`src/rtl/tinted_alpha_over_blend_assert.svh`:
```
// ----------------------------------------------------------------------------
// Assertion macros for the tinted alpha-over blend.
// Each macro expects clk_i and rst_ni in the scope where it is used.
// ----------------------------------------------------------------------------
`ifndef TINTED_ALPHA_OVER_BLEND_ASSERT_SVH
`define TINTED_ALPHA_OVER_BLEND_ASSERT_SVH

// Same-cycle implication, disabled while reset is asserted.
`define TAOB_ASSERT_IMP(lbl, ante, cons, msg) \
  lbl: assert property (@(posedge clk_i) disable iff (!rst_ni) (ante) |-> (cons)) \
    else $error(msg);

// Next-cycle implication, disabled while reset is asserted.
`define TAOB_ASSERT_NXT(lbl, ante, cons, msg) \
  lbl: assert property (@(posedge clk_i) disable iff (!rst_ni) (ante) |=> (cons)) \
    else $error(msg);

`endif

```
`src/rtl/taob_pkg.sv`:
```
// ----------------------------------------------------------------------------
// taob_pkg
// Types, widths and helpers shared by the tinted alpha-over blend.
// ----------------------------------------------------------------------------
package taob_pkg;

  localparam int ChW      = 8;   // color channel width
  localparam int TintW    = 9;   // Q1.8 tint width
  localparam int TintFrac = 8;   // fraction bits of the tint
  localparam int DenW     = 16;  // width of a*255 + da*(255-a)
  localparam int NumerW   = 24;  // width of the per-channel dividend
  localparam int Lanes    = 3;   // red, green, blue go through the divider
  localparam int DivSteps = 2;   // quotient bits resolved per divider stage
  localparam int DivStages = ChW / DivSteps;
  localparam int AddrW    = 4;
  localparam int RegIdxW  = 2;
  localparam int DataW    = 32;

  localparam logic [ChW-1:0]   ChMax     = 8'd255;
  localparam logic [TintW-1:0] TintReset = 9'd256;

  localparam logic [RegIdxW-1:0] RegTintRed   = 2'd0;
  localparam logic [RegIdxW-1:0] RegTintGreen = 2'd1;
  localparam logic [RegIdxW-1:0] RegTintBlue  = 2'd2;
  localparam logic [RegIdxW-1:0] RegTintAlpha = 2'd3;

  typedef struct packed {
    logic [ChW-1:0] red;
    logic [ChW-1:0] green;
    logic [ChW-1:0] blue;
    logic [ChW-1:0] alpha;
  } pix_t;

  typedef logic [Lanes-1:0][NumerW-1:0] numer_vec_t;
  typedef logic [Lanes-1:0][ChW-1:0]    quot_vec_t;

  // Scale a channel by a Q1.8 tint, truncate, and saturate to full scale.
  function automatic logic [ChW-1:0] tint_apply(input logic [ChW-1:0] chan,
                                                input logic [TintW-1:0] tint);
    logic [ChW+TintW-1:0] prod;
    logic [ChW-1:0]       res;
    prod = (ChW+TintW)'(chan) * (ChW+TintW)'(tint);
    if (prod[ChW+TintW-1:TintFrac+ChW] != '0) begin
      res = ChMax;
    end else begin
      res = prod[TintFrac+ChW-1:TintFrac];
    end
    return res;
  endfunction

endpackage

```
`src/rtl/taob_div.sv`:
```
// ----------------------------------------------------------------------------
// taob_div
// Pipelined restoring divider for the three color lanes. All lanes share one
// divisor; the quotient is known to fit in one channel, and each stage
// resolves a fixed number of quotient bits, most significant first.
// ----------------------------------------------------------------------------
module taob_div (
  input  logic                           clk_i,
  input  logic                           rst_ni,
  input  logic                           valid_i,
  input  taob_pkg::numer_vec_t           numer_i,
  input  logic [taob_pkg::DenW-1:0]      den_i,
  output logic                           valid_o,
  output taob_pkg::quot_vec_t            quot_o
);

  localparam int NStg = taob_pkg::DivStages;

  logic [NStg-1:0]                         valid_q;
  taob_pkg::numer_vec_t [NStg-1:0]         rem_q;
  logic [NStg-1:0][taob_pkg::DenW-1:0]     den_q;
  taob_pkg::quot_vec_t [NStg-1:0]          quo_q;

  for (genvar s = 0; s < NStg; s++) begin : g_stage
    localparam int TopBit = taob_pkg::ChW - 1 - s * taob_pkg::DivSteps;

    logic                        v_in;
    taob_pkg::numer_vec_t        rem_in;
    logic [taob_pkg::DenW-1:0]   den_in;
    taob_pkg::quot_vec_t         quo_in;
    taob_pkg::numer_vec_t        rem_d;
    taob_pkg::quot_vec_t         quo_d;

    if (s == 0) begin : g_first
      assign v_in   = valid_i;
      assign rem_in = numer_i;
      assign den_in = den_i;
      assign quo_in = '0;
    end else begin : g_next
      assign v_in   = valid_q[s-1];
      assign rem_in = rem_q[s-1];
      assign den_in = den_q[s-1];
      assign quo_in = quo_q[s-1];
    end

    for (genvar l = 0; l < taob_pkg::Lanes; l++) begin : g_lane
      always_comb begin
        logic [taob_pkg::NumerW-1:0] rem;
        logic [taob_pkg::ChW-1:0]    quo;
        logic [taob_pkg::NumerW-1:0] shifted;
        logic [taob_pkg::NumerW:0]   trial;
        rem = rem_in[l];
        quo = quo_in[l];
        for (int k = 0; k < taob_pkg::DivSteps; k++) begin
          shifted = taob_pkg::NumerW'(den_in) << (TopBit - k);
          trial   = {1'b0, rem} - {1'b0, shifted};
          if (!trial[taob_pkg::NumerW]) begin
            rem = trial[taob_pkg::NumerW-1:0];
            quo = quo | (taob_pkg::ChW'(1) << (TopBit - k));
          end
        end
        rem_d[l] = rem;
        quo_d[l] = quo;
      end
    end

    always_ff @(posedge clk_i or negedge rst_ni) begin
      if (!rst_ni) begin
        valid_q[s] <= 1'b0;
      end else begin
        valid_q[s] <= v_in;
      end
    end

    always_ff @(posedge clk_i) begin
      rem_q[s] <= rem_d;
      den_q[s] <= den_in;
      quo_q[s] <= quo_d;
    end
  end

  assign valid_o = valid_q[NStg-1];
  assign quot_o  = quo_q[NStg-1];

endmodule

```
`src/rtl/tinted_alpha_over_blend.sv`:
```
// ----------------------------------------------------------------------------
// tinted_alpha_over_blend
// Tints a source RGBA8 pixel by four Q1.8 registers and composites it over
// the destination pixel with straight alpha, one pixel per clock.
//
//  channel  direction  handshake                         payload
//  -------  ---------  --------------------------------  -----------------------
//  pixel    in         start && !busy                    src_*_i, dst_*_i
//  result   out        out_valid_o, one cycle, no stall  out_*_o
//  config   in/out     psel && penable && pwrite (APB)   paddr, pwdata, prdata
//
// A pixel may be accepted on every clock; busy is never raised.
// From accept to the result edge a pixel passes the tint stage, two product
// stages, a four-stage divider (two quotient bits per stage) and the result
// register. Reset sets every tint to 1.0 and clears all pipeline valid bits.
// The receiver cannot stall, so the pipeline advances on every clock.
// ----------------------------------------------------------------------------
`include "tinted_alpha_over_blend_assert.svh"

module tinted_alpha_over_blend (
  input  logic                            clk_i,
  input  logic                            rst_ni,
  // pixel input
  input  logic                            start,
  output logic                            busy,
  input  logic [taob_pkg::ChW-1:0]        src_red_i,
  input  logic [taob_pkg::ChW-1:0]        src_green_i,
  input  logic [taob_pkg::ChW-1:0]        src_blue_i,
  input  logic [taob_pkg::ChW-1:0]        src_alpha_i,
  input  logic [taob_pkg::ChW-1:0]        dst_red_i,
  input  logic [taob_pkg::ChW-1:0]        dst_green_i,
  input  logic [taob_pkg::ChW-1:0]        dst_blue_i,
  input  logic [taob_pkg::ChW-1:0]        dst_alpha_i,
  // result output
  output logic                            out_valid_o,
  output logic [taob_pkg::ChW-1:0]        out_red_o,
  output logic [taob_pkg::ChW-1:0]        out_green_o,
  output logic [taob_pkg::ChW-1:0]        out_blue_o,
  output logic [taob_pkg::ChW-1:0]        out_alpha_o,
  // configuration
  input  logic                            psel,
  input  logic                            penable,
  input  logic                            pwrite,
  input  logic [taob_pkg::AddrW-1:0]      paddr,
  input  logic [taob_pkg::DataW-1:0]      pwdata,
  output logic [taob_pkg::DataW-1:0]      prdata,
  output logic                            pready
);

  localparam int ChW     = taob_pkg::ChW;
  localparam int TintW   = taob_pkg::TintW;
  localparam int DenW    = taob_pkg::DenW;
  localparam int NumerW  = taob_pkg::NumerW;
  localparam int NStg    = taob_pkg::DivStages;
  localparam int Latency = 3 + NStg + 1;

  typedef struct packed {
    logic          bypass;
    taob_pkg::pix_t dst;
    logic [ChW-1:0] alpha;
  } side_t;

  // --------------------------------------------------------------------------
  // Configuration registers
  // --------------------------------------------------------------------------
  logic [TintW-1:0] tint_red_q, tint_green_q, tint_blue_q, tint_alpha_q;
  logic [taob_pkg::RegIdxW-1:0] reg_idx;
  logic cfg_we;

  assign pready  = 1'b1;
  assign reg_idx = paddr[taob_pkg::AddrW-1:2];
  assign cfg_we  = psel && penable && pwrite && pready;

  always_ff @(posedge clk_i or negedge rst_ni) begin
    if (!rst_ni) begin
      tint_red_q   <= taob_pkg::TintReset;
      tint_green_q <= taob_pkg::TintReset;
      tint_blue_q  <= taob_pkg::TintReset;
      tint_alpha_q <= taob_pkg::TintReset;
    end else if (cfg_we) begin
      unique case (reg_idx)
        taob_pkg::RegTintRed:   tint_red_q   <= pwdata[TintW-1:0];
        taob_pkg::RegTintGreen: tint_green_q <= pwdata[TintW-1:0];
        taob_pkg::RegTintBlue:  tint_blue_q  <= pwdata[TintW-1:0];
        taob_pkg::RegTintAlpha: tint_alpha_q <= pwdata[TintW-1:0];
        default: ;
      endcase
    end
  end

  always_comb begin
    unique case (reg_idx)
      taob_pkg::RegTintRed:   prdata = {{(taob_pkg::DataW-TintW){1'b0}}, tint_red_q};
      taob_pkg::RegTintGreen: prdata = {{(taob_pkg::DataW-TintW){1'b0}}, tint_green_q};
      taob_pkg::RegTintBlue:  prdata = {{(taob_pkg::DataW-TintW){1'b0}}, tint_blue_q};
      taob_pkg::RegTintAlpha: prdata = {{(taob_pkg::DataW-TintW){1'b0}}, tint_alpha_q};
      default:                prdata = '0;
    endcase
  end

  // --------------------------------------------------------------------------
  // Stage 1: tint the source, register both pixels
  // --------------------------------------------------------------------------
  logic           accept;
  logic           v1_q;
  taob_pkg::pix_t src1_q, dst1_q;

  assign busy   = 1'b0;
  assign accept = start && !busy;

  always_ff @(posedge clk_i) begin
    src1_q.red   <= taob_pkg::tint_apply(src_red_i,   tint_red_q);
    src1_q.green <= taob_pkg::tint_apply(src_green_i, tint_green_q);
    src1_q.blue  <= taob_pkg::tint_apply(src_blue_i,  tint_blue_q);
    src1_q.alpha <= taob_pkg::tint_apply(src_alpha_i, tint_alpha_q);
    dst1_q       <= {dst_red_i, dst_green_i, dst_blue_i, dst_alpha_i};
  end

  // --------------------------------------------------------------------------
  // Stage 2: first products, c*a and d*da per lane, plus the alpha terms
  // --------------------------------------------------------------------------
  logic                              v2_q;
  logic [taob_pkg::Lanes-1:0][DenW-1:0] pa2_q, pd2_q;
  logic [DenW-1:0]                   a255_2_q, dainv2_q;
  logic [ChW-1:0]                    inv2_q;
  taob_pkg::pix_t                    dst2_q;
  logic                              bypass2_q;
  logic [ChW-1:0]                    inv1;
  logic [taob_pkg::Lanes-1:0][ChW-1:0] s1_lane, d1_lane;

  assign inv1    = taob_pkg::ChMax - src1_q.alpha;
  assign s1_lane = {src1_q.red, src1_q.green, src1_q.blue};
  assign d1_lane = {dst1_q.red, dst1_q.green, dst1_q.blue};

  always_ff @(posedge clk_i) begin
    for (int l = 0; l < taob_pkg::Lanes; l++) begin
      pa2_q[l] <= DenW'(s1_lane[l]) * DenW'(src1_q.alpha);
      pd2_q[l] <= DenW'(d1_lane[l]) * DenW'(dst1_q.alpha);
    end
    a255_2_q  <= (DenW'(src1_q.alpha) << ChW) - DenW'(src1_q.alpha);
    dainv2_q  <= DenW'(dst1_q.alpha) * DenW'(inv1);
    inv2_q    <= inv1;
    dst2_q    <= dst1_q;
    bypass2_q <= (src1_q.alpha == '0);
  end

  // --------------------------------------------------------------------------
  // Stage 3: dividends c*a*255 + d*da*(255-a) and the divisor
  // --------------------------------------------------------------------------
  logic                 v3_q;
  taob_pkg::numer_vec_t numer3_q;
  logic [DenW-1:0]      den3_q;
  taob_pkg::pix_t       dst3_q;
  logic                 bypass3_q;

  always_ff @(posedge clk_i) begin
    for (int l = 0; l < taob_pkg::Lanes; l++) begin
      numer3_q[l] <= ((NumerW'(pa2_q[l]) << ChW) - NumerW'(pa2_q[l]))
                     + NumerW'(pd2_q[l]) * NumerW'(inv2_q);
    end
    // The sum never exceeds 255*255, so it fits the divisor width.
    den3_q    <= DenW'(a255_2_q + dainv2_q);
    dst3_q    <= dst2_q;
    bypass3_q <= bypass2_q;
  end

  // --------------------------------------------------------------------------
  // Divider and the side data that runs beside it
  // --------------------------------------------------------------------------
  logic                div_valid;
  taob_pkg::quot_vec_t div_quot;
  side_t [NStg-1:0]    side_q;
  logic [DenW+ChW+1:0] alpha_prod;

  taob_div u_div (
    .clk_i   (clk_i),
    .rst_ni  (rst_ni),
    .valid_i (v3_q),
    .numer_i (numer3_q),
    .den_i   (den3_q),
    .valid_o (div_valid),
    .quot_o  (div_quot)
  );

  // Divide by 255 as (n+1)*257 >> 16, exact for every divisor value here.
  assign alpha_prod = ((DenW+ChW+2)'(den3_q) + 1'b1) * (DenW+ChW+2)'(257);

  always_ff @(posedge clk_i) begin
    side_q[0].bypass <= bypass3_q;
    side_q[0].dst    <= dst3_q;
    side_q[0].alpha  <= alpha_prod[DenW+ChW-1:DenW];
    for (int i = 1; i < NStg; i++) begin
      side_q[i] <= side_q[i-1];
    end
  end

  // --------------------------------------------------------------------------
  // Result register
  // --------------------------------------------------------------------------
  logic           out_valid_q;
  taob_pkg::pix_t out_q;

  // Lane 2 carries red and lane 0 carries blue.
  always_ff @(posedge clk_i) begin
    if (side_q[NStg-1].bypass) begin
      out_q <= side_q[NStg-1].dst;
    end else begin
      out_q <= {div_quot[2], div_quot[1], div_quot[0], side_q[NStg-1].alpha};
    end
  end

  always_ff @(posedge clk_i or negedge rst_ni) begin
    if (!rst_ni) begin
      v1_q        <= 1'b0;
      v2_q        <= 1'b0;
      v3_q        <= 1'b0;
      out_valid_q <= 1'b0;
    end else begin
      v1_q        <= accept;
      v2_q        <= v1_q;
      v3_q        <= v2_q;
      out_valid_q <= div_valid;
    end
  end

  assign out_valid_o = out_valid_q;
  assign out_red_o   = out_q.red;
  assign out_green_o = out_q.green;
  assign out_blue_o  = out_q.blue;
  assign out_alpha_o = out_q.alpha;

  // --------------------------------------------------------------------------
  // Assertions
  // --------------------------------------------------------------------------
  `TAOB_ASSERT_IMP(a_result_follows_accept, accept, ##Latency out_valid_o, "result beat missing after accept")
  `TAOB_ASSERT_IMP(a_result_has_accept, out_valid_o, $past(accept, Latency), "result beat without a matching accept")
  `TAOB_ASSERT_IMP(a_alpha_not_below_dst, out_valid_o, out_alpha_o >= $past(dst_alpha_i, Latency), "blended alpha fell below destination alpha")
  `TAOB_ASSERT_IMP(a_clear_src_bypass, out_valid_o && ($past(src_alpha_i, Latency) == '0), out_red_o == $past(dst_red_i, Latency), "transparent source changed the destination")
  `TAOB_ASSERT_NXT(a_tint_alpha_write, cfg_we && (reg_idx == taob_pkg::RegTintAlpha), tint_alpha_q == $past(pwdata[TintW-1:0]), "alpha tint write lost")

endmodule

```
`config.mk`:
```
export PLATFORM = sky130hd
export DESIGN_NAME = tinted_alpha_over_blend
export DESIGN_NICKNAME = d
export VERILOG_FILES = /design/src/rtl/taob_pkg.sv /design/src/rtl/taob_div.sv /design/src/rtl/tinted_alpha_over_blend.sv
export VERILOG_INCLUDE_DIRS = /design/src /design/src/rtl
export SDC_FILE = /design/constraint.sdc
export NUM_CORES = 2
export LEC_CHECK = 0
export BUFFER_PORTS_ARGS = -buffer_cell sky130_fd_sc_hd__buf_2
export CAP_MARGIN = 0
export CORE_ASPECT_RATIO = 1.4
export CORE_MARGIN = 5
export CORE_UTILIZATION = 48
export CTS_CLUSTER_SIZE = 40
export DETAILED_ROUTE_END_ITERATION = 10
export SLEW_MARGIN = 20
export SYNTH_ARGS = -nofsm -noshare
export SYNTH_HDL_FRONTEND = slang
export SYNTH_SLANG_ARGS = --single-unit
export TNS_END_PERCENT = 100
```
`constraint.sdc`:
```
create_clock -name clk_i -period 7.95 [get_ports clk_i]
set_input_delay 0.795 -clock clk_i [delete_from_list [all_inputs] [get_ports clk_i]]
set_output_delay 0.795 -clock clk_i [all_outputs]
set_load 0.05 [all_outputs]
```
==> impl_metrics.csv <==
group,metric,value,unit
worst_setup_path,max_stage_delay,0.67,ns
worst_setup_path,crit_chain,"inv_1 -> ha_1 -> o21a_1 -> o21a_1 -> and3_1 -> o2111ai_1 -> a31oi_1 -> o21a_1 -> o21ai_0 -> and2_1 -> mux2_2 -> ha_1 -> a21o_1 -> a21oi_1 -> o21ai_0 -> nor2b_1 -> a221oi_1 -> o31ai_1 -> a21oi_1 -> o21ai_0 -> a31o_2 -> or2_1 -> mux2_2",
detailed_routing,vias,56340,
synth,seq_area_frac_synth,0.2361,
worst_setup_path,rr_startpoint,"den3_q[5]$_DFF_P_",
sta,finalCritPeriodShare,0.8749,
finish,final_nets,10380,
synth,yosys_warnings,0,
sta,finalHoldViolations,0,
run,maxCapViolations,0,
global_routing,gr-usage-all-layers,0.2233,
worst_setup_path,cp-start-kind,"register",
sta,tightest_slew,1.124,ns
detailed_routing,via_per_inst,5.225,
detailed_routing,wirelength,192.5,mm
placement,hpwl,160.7,mm
floorplanning,start_util,0.4809,
worst_setup_path,critPathLaunch,"den3_q[5]$_DFF_P_",
global_routing,grt-ovfl-total,0,
clock_network,cts_num_sinks,918,
hold_path,hold_path.class,"in2reg",
clock_network,postCtsSetupBuffers,0,
floorplanning,die_area,172500,µm²
finish,drive_gt1_frac,0.08156,
global_routing,grt_antenna_before_repair,24,
global_routing,met1_usage,0.2360,
detailed_routing,wl_per_cell,17.85,µm
synth,syn_area_per_cell,9.375,µm²
global_routing,busiest_layer,"met2",
sta,setup_tns,0,ns
clock_network,cts.path.max_buffers,3,
finish,final_common_cell,"inv_1",
worst_setup_path,cpMaxStageDelayCell,"or2_1",
detailed_routing,drt_iter0_drc,2269,
floorplanning,io_pins,173,
clock_network,postCtsHoldBufs,0,
sta,setup_viol,0,
sta,period_minus_slack,6.956,ns
detailed_routing,dr.pass1.iters,6,
global_routing,grt_max_degree,49,
sta,clock.fmax,143.8,MHz
synth,synth_edf_count,0,
sta,slew_viol_final,0,
global_routing,met3_usage,0.01895,
clock_network,htreeDepth,3,
worst_setup_path,path_max_fanout,17,
worst_setup_path,endpoint_kind,"register",
synth,syn_area,78800,µm²
clock_network,cts_resized,0,
finish,final_cell_mix,"inv_1 (1151), ha_1 (981), dfxtp_1 (871), nand2_1 (829), fa_1 (777)",
sta,fin_skew,0.07156,ns
clock_network,cts_root_buf,"clkbuf_16",
synth,yosys_register_bits,918,
finish,area_growth,8.495,%
global_routing,first_global_vias,59380,
detailed_routing,route.antenna.remaining_nets,0,
worst_setup_path,crit_type,"reg2reg",
placement,gp_congestion,0.9096,
sta,rsz0062_at_grt,"no",
worst_setup_path,required,8.55,ns
synth,async_flop_share,0.04793,
synth,synth_cell_types,104,
outcome,outcome,"finished clean",
sta,slew_headroom,0.2455,
floorplanning,die_h,489.4,µm
detailed_routing,drc,0,
worst_setup_path,crit_arrival,7.55,ns
synth,syn_inst,8405,
clock_network,clk_pin_slew_worst_paths,0.06,ns
floorplanning,die_x,352.4,µm
hold_path,hp-start,"dst_green_i[1]",
floorplanning,rows,176,
floorplanning,coreArea,163800,µm²
global_routing,grt_pass1_wl,308.3,mm
placement,io_buffers,122,
global_routing,grt_util_met2,0.4114,
clock_network,cts_inserted_buffers,95,
clock_network,clk_latency,0.75,ns
synth,ys_dominant_reg_cell,"dfxtp_1",
clock_network,cts_tree,"yes",
==> path summary, 6_finish.rpt <==
check / endpoint / slack, ns / depth (start not counted)
hold reg to reg: side_q[136]$_DFF_P_ / 0.29 / 0
setup / recovery: u_div.g_stage[1].rem_in[36]$_DFF_P_ / 0.99 / 23
hold / removal: d1_lane[9]$_DFF_P_ / 0.14 / 1
min in group asynchronous: tint_blue_q[2]$_DFFE_PN0P_ / 0.20 / 1
setup reg to reg: u_div.g_stage[1].rem_in[36]$_DFF_P_ / 0.99 / 23
max in group asynchronous: u_div.g_stage[3].v_in$_DFF_PN0_ / 7.13 / 1
==> critical path: cells and delay by family, from the launching register on <==
family	cells	cell delay, ns
muxes	2	0.81
buffers and inverters	1	0.31
adders and majority gates	2	0.76
and+or+nand+nor	4	1.56
AOI/OAI and AO/OA	14	2.89
DFF	1	0.47
==> registers in the layout, summed over array words and instances (netlist names), 16 cells and up <==
name                  count
u_div.quot_o             24
d1_lane                  24
dst3_q                   32
u_div.g_stage.rem_in    216
pd2_q                    48
u_div.g_stage.quo_in     36
u_div.g_stage.den_in     48
pa2_q                    48
numer3_q                 72
dainv2_q                 16
den3_q                   16
a255_2_q                 16
dst2_q                   32
s1_lane                  24
side_q                  164
==> layout make-up <==
| cell class | count | area (µm²) |
|---|---|---|
| repair buffers | 210 | 1271 |
| clock inverters | 52 | 818.3 |
| diodes | 52 | 130.1 |
| fillers | 15110 | 78350 |
| flip-flops and latches | 918 | 18610 |
| inverters | 1155 | 4338 |
| multi-input cells | 6137 | 55010 |
| clock buffers | 123 | 2643 |
| well taps | 2136 | 2673 |
==> layer usage <==
| metal | share of wire | wire (µm) |
|---|---|---|
| met1 | 0.38 | 73230 |
| met2 | 0.51 | 97730 |
| met3 | 0.025 | 4766 |
| met4 | 0.087 | 16760 |
| met5 | 0 | 0 |
==> stage by stage <==
step | setup WS [ns] | util | cells | area, µm² | hold WS [ns]
after floorplan | 1.851 | - | 8428 | 78880 | 0.3096
after global placement | 1.024 | 0.4999 | 10560 | 81900 | 0.3101
after detailed placement | 1.017 | 0.4999 | 10560 | 81900 | 0.3121
after CTS | 1.028 | 0.5210 | 10730 | 85360 | 0.06910
after global routing | 0.5189 | 0.5218 | 10780 | 85490 | 0.1024
final | 0.9942 | 0.5218 | 10780 | 85490 | 0.1370
==> cell usage after synthesis (28+ instances only) <==
| cell | n | share of area |
|---|---|---|
| o21a_1 | 94 | 0.0090 |
| nand2_1 | 829 | 0.039 |
| nor2b_1 | 138 | 0.011 |
| mux2_2 | 210 | 0.030 |
| a21oi_1 | 343 | 0.022 |
| a211oi_1 | 38 | 0.0036 |
| and2_1 | 573 | 0.045 |
| nor3_1 | 128 | 0.0081 |
| xnor2_1 | 338 | 0.038 |
| a21o_1 | 155 | 0.015 |
| and3_1 | 29 | 0.0023 |
| ha_1 | 981 | 0.16 |
| clkbuf_1 | 165 | 0.0079 |
| dfrtp_1 | 40 | 0.013 |
| mux2i_1 | 30 | 0.0038 |
| inv_1 | 1151 | 0.055 |
| a31oi_1 | 34 | 0.0027 |
| nand3_1 | 72 | 0.0046 |
| nand2b_1 | 78 | 0.0062 |
| fa_1 | 777 | 0.20 |
| o31ai_1 | 45 | 0.0043 |
| nor2_1 | 340 | 0.016 |
| buf_4 | 30 | 0.0029 |
| a21boi_0 | 30 | 0.0029 |
| or2_2 | 28 | 0.0022 |
| dfxtp_1 | 874 | 0.22 |
| o21ai_0 | 317 | 0.020 |
| or3_1 | 41 | 0.0033 |
| xor2_1 | 116 | 0.013 |
| o21bai_1 | 32 | 0.0030 |
==> logic make-up after synthesis <==
kind of cell | synth area share
simple gates | 0.1470
fa+ha+maj | 0.3532
buf+inv | 0.06745
compound gates | 0.1069
flops | 0.2361
xor+xnor | 0.05046
mux | 0.03882
other cells | 0.00009531
Power is not shown: default switching activity piles up to over one toggle a cycle in this logic, so the estimate is an artifact.
